**config.mk**
```make
export PLATFORM = sky130hd
export DESIGN_NAME = packbits_row_encoder_top_flat
export DESIGN_NICKNAME = d
export VERILOG_FILES = /design/src/hdl/pbre_pkg.sv /design/src/hdl/pbre_in_if.sv /design/src/hdl/pbre_out_if.sv /design/src/hdl/pbre_ram.sv /design/src/hdl/pbre_ctrl.sv /design/src/hdl/pbre_datapath.sv /design/src/hdl/packbits_row_encoder_top.sv /design/src/flat_wrapper.sv
export SDC_FILE = /design/constraint.sdc
export NUM_CORES = 2
export LEC_CHECK = 0
export ABC_AREA = 0
export ABC_CLOCK_PERIOD_IN_PS = 6100
export BUFFER_PORTS_ARGS = -buffer_cell sky130_fd_sc_hd__buf_2
export CAP_MARGIN = 20
export CORE_MARGIN = 1
export CORE_UTILIZATION = 40
export CTS_CLUSTER_SIZE = 28
export DETAILED_ROUTE_END_ITERATION = 6
export MAX_ROUTING_LAYER = met4
export PLACE_DENSITY = 0.61
export SETUP_SLACK_MARGIN = 0.1
export SYNTH_ARGS = -nofsm -noshare
export SYNTH_HDL_FRONTEND = slang
export SYNTH_SLANG_ARGS = --single-unit
```
**constraint.sdc**
```tcl
create_clock -name clk -period 6.1 [get_ports clk]
set_input_delay 0.305 -clock clk [delete_from_list [all_inputs] [get_ports clk]]
set_output_delay 0.305 -clock clk [all_outputs]
set_load 0.01 [all_outputs]
```
**src/hdl/pbre_pkg.sv**
```systemverilog
// shared constants, types and command/status structs of the packbits row encoder
// no dependencies
package pbre_pkg;

    localparam int MAX_RUN = 128;
    localparam int CNT_W   = $clog2(MAX_RUN + 1);
    localparam int ADDR_W  = (MAX_RUN > 2) ? $clog2(MAX_RUN) : 1;
    localparam int BYTE_W  = 8;
    localparam int LANES   = 4;
    localparam int WORD_W  = BYTE_W * LANES;
    localparam int LANE_W  = $clog2(LANES);
    localparam int BCNT_W  = 3;
    localparam int ROW_W   = 16;

    typedef logic [BYTE_W-1:0] byte_t;
    typedef logic [WORD_W-1:0] word_t;
    typedef logic [CNT_W-1:0]  cnt_t;
    typedef logic [ADDR_W-1:0] addr_t;
    typedef logic [BCNT_W-1:0] bcnt_t;
    typedef logic [ROW_W-1:0]  row_t;

    typedef enum logic [2:0] {
        EMIT_NONE,
        EMIT_LHDR,
        EMIT_LBYTE,
        EMIT_RHDR,
        EMIT_RVAL
    } emit_sel_t;

    typedef struct packed {
        logic      latch;
        logic      upd;
        logic      push;
        logic      grp_clr;
        logic      finish;
        emit_sel_t emit_sel;
    } ctrl_cmd_t;

    typedef struct packed {
        logic diff_close;
        logic run_nz;
        logic repeat_close;
        logic lit_nz;
        logic cap_next;
        logic last;
        logic lb_last;
        logic push_last;
        logic emit_ok;
        logic end_done;
    } dp_status_t;

endpackage

```
**src/hdl/pbre_in_if.sv**
```systemverilog
// input channel of the packbits row encoder: one pixel byte per item
// depends on pbre_pkg
interface pbre_in_if;
    logic          valid;
    logic          ready;
    pbre_pkg::byte_t data_byte;
    logic          last_in_row;

    modport source (output valid, output data_byte, output last_in_row, input ready);
    modport sink (input valid, input data_byte, input last_in_row, output ready);
endinterface

```
**src/hdl/pbre_out_if.sv**
```systemverilog
// output channel of the packbits row encoder: up to four encoded bytes per item
// depends on pbre_pkg
interface pbre_out_if;
    logic            valid;
    logic            ready;
    pbre_pkg::word_t out_word;
    pbre_pkg::bcnt_t byte_count;
    logic            last_of_step;
    logic            row_done;
    pbre_pkg::row_t  row_bytes;

    modport source (output valid, output out_word, output byte_count, output last_of_step,
                    output row_done, output row_bytes, input ready);
    modport sink (input valid, input out_word, input byte_count, input last_of_step,
                  input row_done, input row_bytes, output ready);
endinterface

```
**src/hdl/pbre_ram.sv**
```systemverilog
// generic single-write, single-read ram with registered read data
// no dependencies
module pbre_ram #(
    parameter int WIDTH = 8,
    parameter int DEPTH = 128
) (
    input  logic                     clk,
    input  logic                     we,
    input  logic [$clog2(DEPTH)-1:0] waddr,
    input  logic [WIDTH-1:0]         wdata,
    input  logic [$clog2(DEPTH)-1:0] raddr,
    output logic [WIDTH-1:0]         rdata
);

    logic [WIDTH-1:0] mem [DEPTH];
    logic [WIDTH-1:0] rdata_reg;

    always_ff @(posedge clk)
    begin
        if (we)
        begin
            mem[waddr] <= wdata;
        end
        rdata_reg <= mem[raddr];
    end

    assign rdata = rdata_reg;

endmodule

```
**src/hdl/pbre_ctrl.sv**
```systemverilog
// sequencing state machine of the packbits row encoder
// depends on pbre_pkg; drives pbre_datapath through ctrl_cmd_t / dp_status_t
module pbre_ctrl (
    input  logic                 clk,
    input  logic                 rst_n,
    input  logic                 in_valid,
    output logic                 in_ready,
    input  pbre_pkg::dp_status_t st,
    output pbre_pkg::ctrl_cmd_t  cmd
);

    localparam logic [2:0] S_IDLE   = 3'd0;
    localparam logic [2:0] S_DEC    = 3'd1;
    localparam logic [2:0] S_LHDR   = 3'd2;
    localparam logic [2:0] S_LBYTES = 3'd3;
    localparam logic [2:0] S_RHDR   = 3'd4;
    localparam logic [2:0] S_RVAL   = 3'd5;
    localparam logic [2:0] S_PUSH   = 3'd6;
    localparam logic [2:0] S_END    = 3'd7;

    localparam logic [1:0] STG_DIFF = 2'd0;
    localparam logic [1:0] STG_CAP  = 2'd1;
    localparam logic [1:0] STG_ROW  = 2'd2;

    logic [2:0] state_reg, state_next;
    logic [1:0] stg_reg, stg_next;
    logic [2:0] close_target;

    // where closing the open run starts
    assign close_target = st.repeat_close ? (st.lit_nz ? S_LHDR : S_RHDR) : S_PUSH;

    always_comb
    begin
        state_next   = state_reg;
        stg_next     = stg_reg;
        cmd          = '0;
        cmd.emit_sel = pbre_pkg::EMIT_NONE;
        in_ready     = 1'b0;
        unique case (state_reg)
            S_IDLE:
            begin
                in_ready = 1'b1;
                if (in_valid)
                begin
                    cmd.latch  = 1'b1;
                    stg_next   = STG_DIFF;
                    state_next = S_DEC;
                end
            end
            S_DEC:
            begin
                unique case (stg_reg) inside
                    STG_DIFF:
                    begin
                        if (st.diff_close)
                        begin
                            state_next = close_target;
                        end
                        else
                        begin
                            cmd.upd = 1'b1;
                            if (st.cap_next)
                            begin
                                stg_next = STG_CAP;
                            end
                            else if (st.last)
                            begin
                                stg_next = STG_ROW;
                            end
                            else
                            begin
                                state_next = S_END;
                            end
                        end
                    end
                    STG_CAP, STG_ROW:
                    begin
                        if (st.run_nz)
                        begin
                            state_next = close_target;
                        end
                        else if (st.lit_nz)
                        begin
                            state_next = S_LHDR;
                        end
                        else
                        begin
                            cmd.grp_clr = 1'b1;
                            if (stg_reg == STG_CAP && st.last)
                            begin
                                stg_next = STG_ROW;
                            end
                            else
                            begin
                                state_next = S_END;
                            end
                        end
                    end
                    default:
                    begin
                        state_next = S_END;
                    end
                endcase
            end
            S_LHDR:
            begin
                cmd.emit_sel = pbre_pkg::EMIT_LHDR;
                if (st.emit_ok)
                begin
                    state_next = S_LBYTES;
                end
            end
            S_LBYTES:
            begin
                cmd.emit_sel = pbre_pkg::EMIT_LBYTE;
                if (st.emit_ok && st.lb_last)
                begin
                    state_next = S_DEC;
                end
            end
            S_RHDR:
            begin
                cmd.emit_sel = pbre_pkg::EMIT_RHDR;
                if (st.emit_ok)
                begin
                    state_next = S_RVAL;
                end
            end
            S_RVAL:
            begin
                cmd.emit_sel = pbre_pkg::EMIT_RVAL;
                if (st.emit_ok)
                begin
                    state_next = S_DEC;
                end
            end
            S_PUSH:
            begin
                cmd.push = 1'b1;
                if (st.push_last)
                begin
                    state_next = S_DEC;
                end
            end
            S_END:
            begin
                cmd.finish = 1'b1;
                if (st.end_done)
                begin
                    // next item may enter while the last word goes out
                    in_ready = 1'b1;
                    if (in_valid)
                    begin
                        cmd.latch  = 1'b1;
                        stg_next   = STG_DIFF;
                        state_next = S_DEC;
                    end
                    else
                    begin
                        state_next = S_IDLE;
                    end
                end
            end
            default:
            begin
                state_next = S_IDLE;
            end
        endcase
    end

    always_ff @(posedge clk or negedge rst_n)
    begin
        if (!rst_n)
        begin
            state_reg <= S_IDLE;
            stg_reg   <= STG_DIFF;
        end
        else
        begin
            state_reg <= state_next;
            stg_reg   <= stg_next;
        end
    end

endmodule

```
**src/hdl/pbre_datapath.sv**
```systemverilog
// run tracking, literal store, byte packer and output register of the encoder
// depends on pbre_pkg and pbre_ram
module pbre_datapath (
    input  logic                 clk,
    input  logic                 rst_n,
    input  pbre_pkg::byte_t      in_byte,
    input  logic                 in_last,
    input  pbre_pkg::ctrl_cmd_t  cmd,
    output pbre_pkg::dp_status_t st,
    input  logic                 out_ready,
    output logic                 out_valid,
    output pbre_pkg::word_t      out_word,
    output pbre_pkg::bcnt_t      byte_count,
    output logic                 last_of_step,
    output logic                 row_done,
    output pbre_pkg::row_t       row_bytes
);

    pbre_pkg::byte_t byte_reg;
    logic            last_reg;
    pbre_pkg::byte_t run_val_reg;
    pbre_pkg::cnt_t  run_len_reg;
    pbre_pkg::cnt_t  group_reg;
    logic            mode_reg;
    pbre_pkg::cnt_t  lit_cnt_reg;
    pbre_pkg::addr_t lb_idx_reg;
    pbre_pkg::row_t  row_total_reg;

    pbre_pkg::word_t pk_word_reg;
    pbre_pkg::word_t pk_word_next;
    pbre_pkg::bcnt_t pk_cnt_reg;

    logic            out_valid_reg;
    pbre_pkg::word_t out_word_reg;
    pbre_pkg::bcnt_t out_cnt_reg;
    logic            out_los_reg;
    logic            out_rd_reg;
    pbre_pkg::row_t  out_rb_reg;

    logic            emit_req;
    logic            pk_full;
    logic            out_free;
    logic            emit_ok;
    logic            end_done;
    logic            spill;
    logic            fin;
    logic            lb_last;
    pbre_pkg::byte_t emit_byte;
    pbre_pkg::byte_t ram_rdata;
    pbre_pkg::addr_t ram_raddr;
    pbre_pkg::word_t pk_base;

    assign emit_req = (cmd.emit_sel != pbre_pkg::EMIT_NONE);
    assign pk_full  = (pk_cnt_reg == pbre_pkg::BCNT_W'(pbre_pkg::LANES));
    assign out_free = !out_valid_reg || out_ready;
    // a full packer word only leaves when the next byte arrives, so the
    // step's final word is always still here at the end
    assign emit_ok  = emit_req && (!pk_full || out_free);
    assign spill    = emit_ok && pk_full;
    assign end_done = (pk_cnt_reg == '0) || out_free;
    assign fin      = cmd.finish && end_done && (pk_cnt_reg != '0);
    assign lb_last  = (pbre_pkg::CNT_W'(lb_idx_reg) + pbre_pkg::CNT_W'(1)) == lit_cnt_reg;

    always_comb
    begin
        unique case (cmd.emit_sel)
            pbre_pkg::EMIT_LHDR:  emit_byte = pbre_pkg::byte_t'(lit_cnt_reg) - 8'd1;
            pbre_pkg::EMIT_LBYTE: emit_byte = ram_rdata;
            pbre_pkg::EMIT_RHDR:  emit_byte = 8'd1 - pbre_pkg::byte_t'(run_len_reg);
            pbre_pkg::EMIT_RVAL:  emit_byte = run_val_reg;
            default:              emit_byte = '0;
        endcase
    end

    // read ahead one literal; hold the address while the packer stalls
    always_comb
    begin
        if (cmd.emit_sel == pbre_pkg::EMIT_LBYTE)
        begin
            ram_raddr = emit_ok ? lb_idx_reg + pbre_pkg::ADDR_W'(1) : lb_idx_reg;
        end
        else
        begin
            ram_raddr = '0;
        end
    end

    pbre_ram #(
        .WIDTH (pbre_pkg::BYTE_W),
        .DEPTH (pbre_pkg::MAX_RUN)
    ) u_lit_ram (
        .clk   (clk),
        .we    (cmd.push),
        .waddr (lit_cnt_reg[pbre_pkg::ADDR_W-1:0]),
        .wdata (run_val_reg),
        .raddr (ram_raddr),
        .rdata (ram_rdata)
    );

    assign pk_base = ((pk_cnt_reg == '0) || pk_full) ? '0 : pk_word_reg;

    always_comb
    begin
        pk_word_next = pk_base;
        pk_word_next[pk_cnt_reg[pbre_pkg::LANE_W-1:0]*pbre_pkg::BYTE_W +: pbre_pkg::BYTE_W]
            = emit_byte;
    end

    always_ff @(posedge clk)
    begin
        if (cmd.latch)
        begin
            byte_reg <= in_byte;
        end
        if (emit_ok)
        begin
            pk_word_reg <= pk_word_next;
        end
        if (spill || fin)
        begin
            out_word_reg <= pk_word_reg;
            out_cnt_reg  <= pk_cnt_reg;
        end
    end

    always_ff @(posedge clk or negedge rst_n)
    begin
        if (!rst_n)
        begin
            last_reg      <= 1'b0;
            run_val_reg   <= '0;
            run_len_reg   <= '0;
            group_reg     <= '0;
            mode_reg      <= 1'b0;
            lit_cnt_reg   <= '0;
            lb_idx_reg    <= '0;
            row_total_reg <= '0;
            pk_cnt_reg    <= '0;
            out_valid_reg <= 1'b0;
            out_los_reg   <= 1'b0;
            out_rd_reg    <= 1'b0;
            out_rb_reg    <= '0;
        end
        else
        begin
            if (cmd.latch)
            begin
                last_reg <= in_last;
            end

            if (cmd.upd)
            begin
                run_val_reg <= byte_reg;
                run_len_reg <= run_len_reg + pbre_pkg::CNT_W'(1);
                group_reg   <= group_reg + pbre_pkg::CNT_W'(1);
            end
            else if (cmd.push)
            begin
                lit_cnt_reg <= lit_cnt_reg + pbre_pkg::CNT_W'(1);
                run_len_reg <= run_len_reg - pbre_pkg::CNT_W'(1);
                if (run_len_reg == pbre_pkg::CNT_W'(1))
                begin
                    mode_reg <= 1'b1;
                end
            end
            else if (cmd.grp_clr)
            begin
                group_reg <= '0;
                mode_reg  <= 1'b0;
            end
            else if (emit_ok)
            begin
                unique case (cmd.emit_sel)
                    pbre_pkg::EMIT_LHDR:
                    begin
                        lb_idx_reg <= '0;
                    end
                    pbre_pkg::EMIT_LBYTE:
                    begin
                        lb_idx_reg <= lb_idx_reg + pbre_pkg::ADDR_W'(1);
                        if (lb_last)
                        begin
                            lit_cnt_reg <= '0;
                        end
                    end
                    pbre_pkg::EMIT_RVAL:
                    begin
                        run_len_reg <= '0;
                        mode_reg    <= 1'b0;
                    end
                    default:
                    begin
                    end
                endcase
            end

            if (emit_ok)
            begin
                row_total_reg <= row_total_reg + pbre_pkg::ROW_W'(1);
                pk_cnt_reg    <= pk_full ? pbre_pkg::BCNT_W'(1)
                                         : pk_cnt_reg + pbre_pkg::BCNT_W'(1);
            end
            else if (cmd.finish && end_done)
            begin
                pk_cnt_reg <= '0;
                if (last_reg)
                begin
                    row_total_reg <= '0;
                end
            end

            if (spill || fin)
            begin
                out_valid_reg <= 1'b1;
                out_los_reg   <= fin;
                out_rd_reg    <= fin && last_reg;
                out_rb_reg    <= (fin && last_reg) ? row_total_reg : '0;
            end
            else if (out_ready)
            begin
                out_valid_reg <= 1'b0;
            end
        end
    end

    assign st.diff_close   = (run_len_reg != '0) && (byte_reg != run_val_reg);
    assign st.run_nz       = (run_len_reg != '0);
    assign st.repeat_close = (run_len_reg >= pbre_pkg::CNT_W'(3))
                           || ((run_len_reg == pbre_pkg::CNT_W'(2)) && !mode_reg);
    assign st.lit_nz       = (lit_cnt_reg != '0);
    assign st.cap_next     = (group_reg >= pbre_pkg::CNT_W'(pbre_pkg::MAX_RUN - 1));
    assign st.last         = last_reg;
    assign st.lb_last      = lb_last;
    assign st.push_last    = (run_len_reg == pbre_pkg::CNT_W'(1));
    assign st.emit_ok      = emit_ok;
    assign st.end_done     = end_done;

    assign out_valid    = out_valid_reg;
    assign out_word     = out_word_reg;
    assign byte_count   = out_cnt_reg;
    assign last_of_step = out_los_reg;
    assign row_done     = out_rd_reg;
    assign row_bytes    = out_rb_reg;

endmodule

```
**src/hdl/packbits_row_encoder_top.sv**
```systemverilog
// channel     | dir | payload                                              | item
// byte_ch     | in  | data_byte[7:0], last_in_row                          | one pixel byte
// word_ch     | out | out_word[31:0], byte_count[2:0], last_of_step,       | up to four
//             |     | row_done, row_bytes[15:0]                            | encoded bytes
//
// a byte that closes nothing goes from decode straight to finish, which takes in the next byte
// closing a run pushes each byte to the literal store or emits a repeat header and value,
// a literal flush emits its header and then each stored byte, each then followed by a new decision
// a group cap or a row end adds a decision of its own
// the packer emits one byte per cycle; a full word waiting on word_ch stalls it
// rst_n clears all control state at once; the literal store is never cleared
// depends on pbre_pkg, pbre_in_if, pbre_out_if, pbre_ctrl, pbre_datapath
module packbits_row_encoder_top (
    input logic        clk,
    input logic        rst_n,
    pbre_in_if.sink    byte_ch,
    pbre_out_if.source word_ch
);

    pbre_pkg::ctrl_cmd_t  cmd;
    pbre_pkg::dp_status_t st;
    logic                 ready;

    pbre_ctrl u_ctrl (
        .clk      (clk),
        .rst_n    (rst_n),
        .in_valid (byte_ch.valid),
        .in_ready (ready),
        .st       (st),
        .cmd      (cmd)
    );

    pbre_datapath u_dp (
        .clk          (clk),
        .rst_n        (rst_n),
        .in_byte      (byte_ch.data_byte),
        .in_last      (byte_ch.last_in_row),
        .cmd          (cmd),
        .st           (st),
        .out_ready    (word_ch.ready),
        .out_valid    (word_ch.valid),
        .out_word     (word_ch.out_word),
        .byte_count   (word_ch.byte_count),
        .last_of_step (word_ch.last_of_step),
        .row_done     (word_ch.row_done),
        .row_bytes    (word_ch.row_bytes)
    );

    assign byte_ch.ready = ready;

endmodule

```
**src/flat_wrapper.sv**
```systemverilog
// flat-port wrapper written by rule: the top's interface ports become plain ports
module packbits_row_encoder_top_flat 
  (clk, rst_n, byte_ch_valid, byte_ch_data_byte, byte_ch_last_in_row, byte_ch_ready, word_ch_valid, word_ch_out_word, word_ch_byte_count, word_ch_last_of_step, word_ch_row_done, word_ch_row_bytes, word_ch_ready);
  pbre_in_if byte_ch_i ();
  pbre_out_if word_ch_i ();
  input logic clk;
  input logic rst_n;
  input wire logic [$bits(byte_ch_i.valid)-1:0] byte_ch_valid;
  input wire logic [$bits(byte_ch_i.data_byte)-1:0] byte_ch_data_byte;
  input wire logic [$bits(byte_ch_i.last_in_row)-1:0] byte_ch_last_in_row;
  output wire logic [$bits(byte_ch_i.ready)-1:0] byte_ch_ready;
  output wire logic [$bits(word_ch_i.valid)-1:0] word_ch_valid;
  output wire logic [$bits(word_ch_i.out_word)-1:0] word_ch_out_word;
  output wire logic [$bits(word_ch_i.byte_count)-1:0] word_ch_byte_count;
  output wire logic [$bits(word_ch_i.last_of_step)-1:0] word_ch_last_of_step;
  output wire logic [$bits(word_ch_i.row_done)-1:0] word_ch_row_done;
  output wire logic [$bits(word_ch_i.row_bytes)-1:0] word_ch_row_bytes;
  input wire logic [$bits(word_ch_i.ready)-1:0] word_ch_ready;
  assign byte_ch_i.valid = byte_ch_valid;
  assign byte_ch_i.data_byte = byte_ch_data_byte;
  assign byte_ch_i.last_in_row = byte_ch_last_in_row;
  assign byte_ch_ready = byte_ch_i.ready;
  assign word_ch_valid = word_ch_i.valid;
  assign word_ch_out_word = word_ch_i.out_word;
  assign word_ch_byte_count = word_ch_i.byte_count;
  assign word_ch_last_of_step = word_ch_i.last_of_step;
  assign word_ch_row_done = word_ch_i.row_done;
  assign word_ch_row_bytes = word_ch_i.row_bytes;
  assign word_ch_i.ready = word_ch_ready;
  packbits_row_encoder_top u_core (.clk(clk), .rst_n(rst_n), .byte_ch(byte_ch_i), .word_ch(word_ch_i));
endmodule
```
; ---- Word level (Yosys, flattened, before mapping)
; Memories as Yosys holds them, arrays and structs flattened. A register that Yosys moved wholly into a read port is not among the register bits.
; Index checks and enable logic that the tools add are counted.
[totals]
regBits = 159
latchBits = 0
ramBits = 1024
mem_bits_ro = 0
input_bits = 13
elab_cells = 201
n_memories = 1
[classes]
add_sub_neg = 11
multipliers = 0
div_mod_pow = 0
magnitude_cmp = 2
eq_ne = 38
n_shift = 2
n_mux = 78
bitwise = 3
reduce_logical = 47
[memory_table]
columns = name, words, word_bits, read_ports, rd_ports_with_merged_regs, write_ports, line
row1 = u_core.u_dp.u_lit_ram.mem, 128, 8, 1, 1, 1, pbre_ram.sv:15  ; logic [WIDTH-1:0] mem [DEPTH];
[op_table]
columns = operator, n
row1 = $mux W8, 13
row2 = $mux W16, 4
row3 = $mux W3, 18
row4 = $neg A5 Y34, 1
row5 = $shift A8 B34 Y32 const A, 1
row6 = $shiftx A8 B34 Y32, 1
row7 = $bwmux W32, 1
row8 = $mux W32, 1
row9 = $pmux W8 S4, 1
row10 = $add A8 B1 Y8 const B, 3
row11 = $pmux W3 S8, 1
row12 = $mux W1, 22
row13 = $reduce_bool A3 Y1, 7
row14 = $eq A3 B3 Y1 const B, 6
row15 = $add A16 B1 Y16 const B, 1
row16 = $mux W2, 8
row17 = $reduce_bool A2 Y1, 8
row18 = $reduce_bool A8 Y1, 2
row19 = $sub A8 B1 Y8 const B, 2
row20 = $mux W7, 2
row21 = $ne A2 B2 Y1 const B, 7
row22 = $pmux W7 S2, 1
row23 = $eq A3 B2 Y1 const B, 4
row24 = $ne A3 B3 Y1 const B, 4
row25 = other kinds (35), 62

; ---- Logic depth before layout (Yosys ltp)
[logic_depth]
word_depth = 8
depth_mapped = 16
mapped_depth_nobuf = 11

; ---- By module
; Synthesis repeated with hierarchy kept, for this count alone.
[unflattened]
cells_unflattened = 2400
hier_area_um2 = 47752.0
[by_module_without_submodules]
columns = mod, n_inst, cells_each, area_each_um2, seq_area_each_um2
row1 = pbre_ram, 1, 1635, 39665.5, 30909.6
row2 = pbre_datapath, 1, 686, 7537.2, 4229.1
row3 = pbre_ctrl, 1, 79, 549.3, 125.1

; ---- Least setup slack after synthesis
; OpenSTA, ideal clock, no wires.
[synth_timing]
kind = reg-to-reg
start = reg u_core.u_dp.run_val_reg[0]
end = reg u_core.u_dp.run_len_reg[1]
setup_time_ps = 90
arrival_time_ps = 3343
setup_slack_ps = 2667
stages_incl_launch_ff = 9
path_buffers = 2
cell_sequence = dfrtp_1 xnor2_1 nand4_1 o21ai_0 nor2b_1 clkbuf_1 buf_1 nand2_1 o221ai_1
[synth_between]
elab_chain_len = 7
[synth_lines]
columns = element, line
row1 = from (decl), pbre_datapath.sv:21  ; pbre_pkg::byte_t run_val_reg;
row2 = from (signal assigned), pbre_datapath.sv:153  ; run_val_reg <= byte_reg;
row3 = $ne A8 B8 Y1 (*), pbre_datapath.sv:226  ; assign st.diff_close = (run_len_reg != '0) && (byte_reg != run_val_reg);
row4 = $logic_and A1 B1 Y1 (*), pbre_datapath.sv:226
row5 = $mux W1 (*), pbre_ctrl.sv:55  ; if (st.diff_close)
row6 = $mux W1 (*), pbre_ctrl.sv:52  ; unique case (stg_reg) inside
row7 = $mux W1 (*), pbre_ctrl.sv:39  ; unique case (state_reg)
row8 = $ne A3 B2 Y1 (no source line) / $reduce_bool A3 Y1 (equally long branches), --
row9 = $reduce_and A3 Y1 (no source line), --
row10 = to (signal assigned), pbre_datapath.sv:154  ; run_len_reg <= run_len_reg + pbre_pkg::CNT_W'(1);
row11 = to (signal assigned), pbre_datapath.sv:160  ; run_len_reg <= run_len_reg - pbre_pkg::CNT_W'(1);
row12 = to (decl), pbre_datapath.sv:22  ; pbre_pkg::cnt_t run_len_reg;
; Every way passes the cells marked *; elsewhere a longest branch is shown, timed or not.
; A chain may end at the register's enable or synchronous reset.

; ---- Worst setup path after layout
[layout_timing]
start = reg u_core.u_dp.pk_cnt_reg[0]
end = reg u_core.u_dp.u_lit_ram.rdata_reg[2] (netlist: u_core.u_dp.u_lit_ram.rdata[2]) (read register of u_core.u_dp.u_lit_ram.mem)
[layout_between]
elab_chain_len = 6
[layout_lines]
columns = element, line
row1 = from (decl), pbre_datapath.sv:31  ; pbre_pkg::bcnt_t pk_cnt_reg;
row2 = from (signal assigned), pbre_datapath.sv:200  ; pk_cnt_reg <= pk_full ? pbre_pkg::BCNT_W'(1)
row3 = $eq A3 B3 Y1, pbre_datapath.sv:54  ; assign pk_full = (pk_cnt_reg == pbre_pkg::BCNT_W'(pbre_pkg::LANES));
row4 = $logic_not A1 Y1, pbre_datapath.sv:58  ; assign emit_ok = emit_req && (!pk_full || out_free);
row5 = $logic_or A1 B1 Y1, pbre_datapath.sv:58
row6 = $logic_and A1 B1 Y1, pbre_datapath.sv:58
row7 = $mux W7, pbre_datapath.sv:80  ; ram_raddr = emit_ok ? lb_idx_reg + pbre_pkg::ADDR_W'(1) : lb_idx_reg;
row8 = $mux W7, pbre_datapath.sv:78  ; if (cmd.emit_sel == pbre_pkg::EMIT_LBYTE)
row9 = to (decl), pbre_ram.sv:16  ; logic [WIDTH-1:0] rdata_reg;
; No other way between the ends.

==> flow_metrics.env <==
export IMPL_grt_pass1_wl_um=192000
export IMPL_numCtsBuffers=118
export IMPL_maxCapViolations=0
export IMPL_drt_pass1_iter_count=7
export IMPL_worst_pin_slew_ns=1.13
export IMPL_antenna_found_initial=2
export IMPL_worstSetupEndpointType="flop"
export IMPL_clock_sinks=1191
export IMPL_routed_wl_um=129000
export IMPL_routed_via_density=5.65
export IMPL_grt_ovfl_total=0
export IMPL_dp_final_hpwl_um=77900
export IMPL_tns_ns=0
export IMPL_power_density_nw_per_um2=444
export IMPL_synth_seq_cells=1191
export IMPL_synth_cell_type_count=83
export IMPL_timing_fmax_mhz=201
export IMPL_failed_checks="design-rule violations"
export IMPL_clk_pin_slew_ns=0.07
export IMPL_die_area_um2=123000
export IMPL_internal_power_uw=15800
export IMPL_relSlewSlack_pct=24.4
export IMPL_hold_slack_ns=0.0436
export IMPL_start_kind="flop"
export IMPL_start_util_pct=40.4
export IMPL_min_period_ns=4.97
export IMPL_num_nets_final=3633
export IMPL_syn_area_um2=48600
export IMPL_cp_arrival_ns=5.60
export IMPL_ctsResizeCount=0
export IMPL_largest_reg_flops=1024
export IMPL_power_leakage_uw=0.0185
export IMPL_place_ws_ns=1.26
export IMPL_fin_cells=5318
export IMPL_synthCells=3536
export IMPL_row_count=127
export IMPL_status="finished with violations"
export IMPL_synth_seq_area_share_pct=72.6
export IMPL_drt_initial_drc_count=3223
export IMPL_rsz0062_at_grt="no"
export IMPL_fin_skew_ns=0.0488
export IMPL_r2r_slack_ns=1.13
export IMPL_postCtsSetupRepairBufs=0
export IMPL_cp_max_fo=64
export IMPL_place_congestion=0.872
export IMPL_vdd_ir_drop_max_v=0.000312
export IMPL_hold_viol=0
export IMPL_reg2reg_from="u_core.u_dp.pk_cnt_reg[0]"
export IMPL_track_usage_pct=21.5
export IMPL_wl_per_cell_um=24.2
export IMPL_slew_viol_final=0
export IMPL_cts_max_level=3
export IMPL_num_io_pins=68
export IMPL_hold_path_class="in2async"
export IMPL_r2r_cells=13
export IMPL_synth_edf_count=1099
export IMPL_grt_pass1_vias=28700
export IMPL_synthArstFlopShare_pct=7.05
export IMPL_drc_errors=3
export IMPL_portBuffers=67
export IMPL_ctsHoldBuffers=11
export IMPL_min_period_over_period_pct=81.4
export IMPL_die_x_um=351
export IMPL_fin_ws_ns=1.13
export IMPL_power_frac_comb_pct=30.8
export IMPL_path_class="reg2reg"
export IMPL_fin_util_pct=45.5
export IMPL_power_frac_clock_pct=29.3
export IMPL_ys_warn_count=0
export IMPL_avgSynthCellArea_um2=13.7
export IMPL_switchingPower_uw=8430
export IMPL_die_h_um=351
export IMPL_switching_share_pct=34.7
export IMPL_cts_tree="built"
export IMPL_grt_max_degree=95
export IMPL_area_growth_pct=12.5
export IMPL_dpl_cell_count=5080
export IMPL_cts_root_buffer="clkbuf_16"
export IMPL_r2r_end="u_core.u_dp.u_lit_ram.rdata[2]"
export IMPL_synth_ff_type="edfxtp_1"
export IMPL_insertion_delay_ns=0.72
export IMPL_drtAntennaViolNets=0
export IMPL_crit_required_ns=6.73
export IMPL_core_um2=120000
export IMPL_finalSetupViolations=0
export IMPL_synth_nets=3569
export IMPL_drive_gt1_share_pct=10.5
export IMPL_clk_path_buf_depth=3
export IMPL_num_vias=30000
export IMPL_p_seq_share_pct=39.9
[stage by stage]
stage               power, uW  instance area, um^2
floorplan               14800                48600
detailed placement      17300                50800
CTS                     24300                54600
global placement        17200                50800
finish                  24300                54600
global route            25300                54600
[layout make-up]
type | count | area, um^2
diodes | 4 | 10.0
clock buffers | 150 | 3140
clock inverters | 72 | 628
fillers | 10600 | 65500
inverters | 18 | 67.6
multi-input cells | 2114 | 12300
flip-flops and latches | 1191 | 35300
well taps | 1612 | 2020
repair buffers | 157 | 1220
[cells in the final DEF (no fill, tap or decap), types with 8 or more instances in the layout]
| cell type | netlist | final |
|---|---|---|
| a211oi_1 | 56 | 56 |
| a21o_1 | 9 | 9 |
| a21oi_1 | 80 | 80 |
| a22o_1 | 23 | 23 |
| a22oi_1 | 33 | 33 |
| a311oi_1 | 9 | 9 |
| a31oi_1 | 65 | 65 |
| a32oi_1 | 37 | 37 |
| and3_1 | 89 | 89 |
| buf_12 | 1 | 14 |
| buf_2 | 88 | 66 |
| buf_4 | 19 | 66 |
| bufinv_16 | 0 | 9 |
| clkbuf_1 | 79 | 28 |
| clkbuf_16 | 0 | 120 |
| clkinv_1 | 0 | 32 |
| clkinv_2 | 0 | 19 |
| dfrtp_1 | 84 | 76 |
| dfrtp_4 | 0 | 8 |
| dfxtp_1 | 8 | 8 |
| dlygate4sd3_1 | 0 | 11 |
| edfxtp_1 | 1099 | 1099 |
| ha_1 | 20 | 20 |
| inv_1 | 18 | 18 |
| mux2i_1 | 116 | 115 |
| mux4_2 | 36 | 36 |
| nand2_1 | 739 | 739 |
| nand3_1 | 211 | 211 |
| nand4_1 | 42 | 42 |
| nor2_1 | 230 | 227 |
| nor2b_1 | 21 | 21 |
| nor3_1 | 23 | 22 |
| o21ai_0 | 84 | 83 |
| o22ai_1 | 18 | 18 |
| o31ai_1 | 9 | 9 |
| xnor2_1 | 31 | 30 |
| xor2_1 | 14 | 14 |
[critical path, stage by stage, from the launching register on]
cell	delay [ns]
dfrtp_1	0.45
inv_1	0.18
ha_1	0.44
and4b_1	0.64
mux2i_4	0.50
buf_12	0.32
buf_4	0.44
nand2_1	0.09
and3_1	0.20
a31oi_1	0.24
o22ai_1	0.20
o21ai_0	0.56
nand4_1	0.30
nor3_1	0.23
[how the worst max path moves through the flow]
stage                               start                             end  slack [ns]
5_1_grt         u_core.u_dp.pk_cnt_reg[0]  u_core.u_dp.u_lit_ram.rdata[2]        0.85
4_1_cts         u_core.u_dp.pk_cnt_reg[0]  u_core.u_dp.u_lit_ram.rdata[5]        1.24
3_3_place_gp    u_core.u_dp.pk_cnt_reg[0]  u_core.u_dp.u_lit_ram.rdata[1]        1.35
6_report        u_core.u_dp.pk_cnt_reg[0]  u_core.u_dp.u_lit_ram.rdata[2]        1.13
3_5_place_dp    u_core.u_dp.pk_cnt_reg[0]  u_core.u_dp.u_lit_ram.rdata[2]        1.26
2_1_floorplan  u_core.u_dp.run_val_reg[0]      u_core.u_dp.run_len_reg[1]        2.67
[power groups by stage]
| stage | Combinational, uW | Clock [uW] | Sequential, uW |
|---|---|---|---|
| CTS | 7440 | 7190 | 9690 |
| finish | 7470 | 7120 | 9690 |
| global route | 8050 | 7490 | 9720 |
| floorplan | 4980 | 0 | 9780 |
| global placement | 7380 | 0 | 9850 |
| detailed placement | 7410 | 0 | 9860 |
[cells in the mapped netlist (all sizes together), types with 6 or more instances]
library cell,n,area share (%)
buf,133,1.6
o21ai,88,0.91
nand4,42,0.54
nand3,211,2.2
a311oi,9,0.16
edfxtp,1099,68
a21oi,82,0.86
nor2,232,1.8
a22oi,33,0.51
a32oi,37,0.67
mux4,37,1.7
dfrtp,84,4.3
mux2i,116,2.4
a221oi,9,0.19
nand2,739,5.7
a31oi,65,0.84
clkbuf,80,0.62
o22ai,18,0.23
o31ai,9,0.14
nor4,6,0.090
inv,18,0.14
and2,8,0.10
or4,6,0.093
a211oi,57,0.89
and3,89,1.1
nor2b,22,0.30
nor3,25,0.30
xnor2,32,0.59
ha,20,0.52
a2111oi,9,0.21
a22o,23,0.41
a21o,9,0.14
xor2,14,0.25
dfxtp,8,0.33
[routing by layer]
layer | global-route usage, % | part of all wire [%] | vias up
met4 | 6.55 | 3.0 | 0
met5 | - | 0 | -
met2 | 32.7 | 46 | 1322
met3 | 3.64 | 8.1 | 238
li1 | - | - | 13400
met1 | 29.5 | 43 | 15100
[logic make-up (layout without fill, tap and decap cells)]
kind of cell	after synthesis	in the layout	synth area share, %
xor+xnor	46	46	0.845
fa+ha+maj	20	20	0.515
compound gates	480	480	6.75
flops	1191	1191	72.6
buf+inv	231	397	2.33
mux	158	158	4.23
other cells	0	4	0
simple gates	1410	1410	12.7
Note: power is estimated with default switching activity, not from simulation.
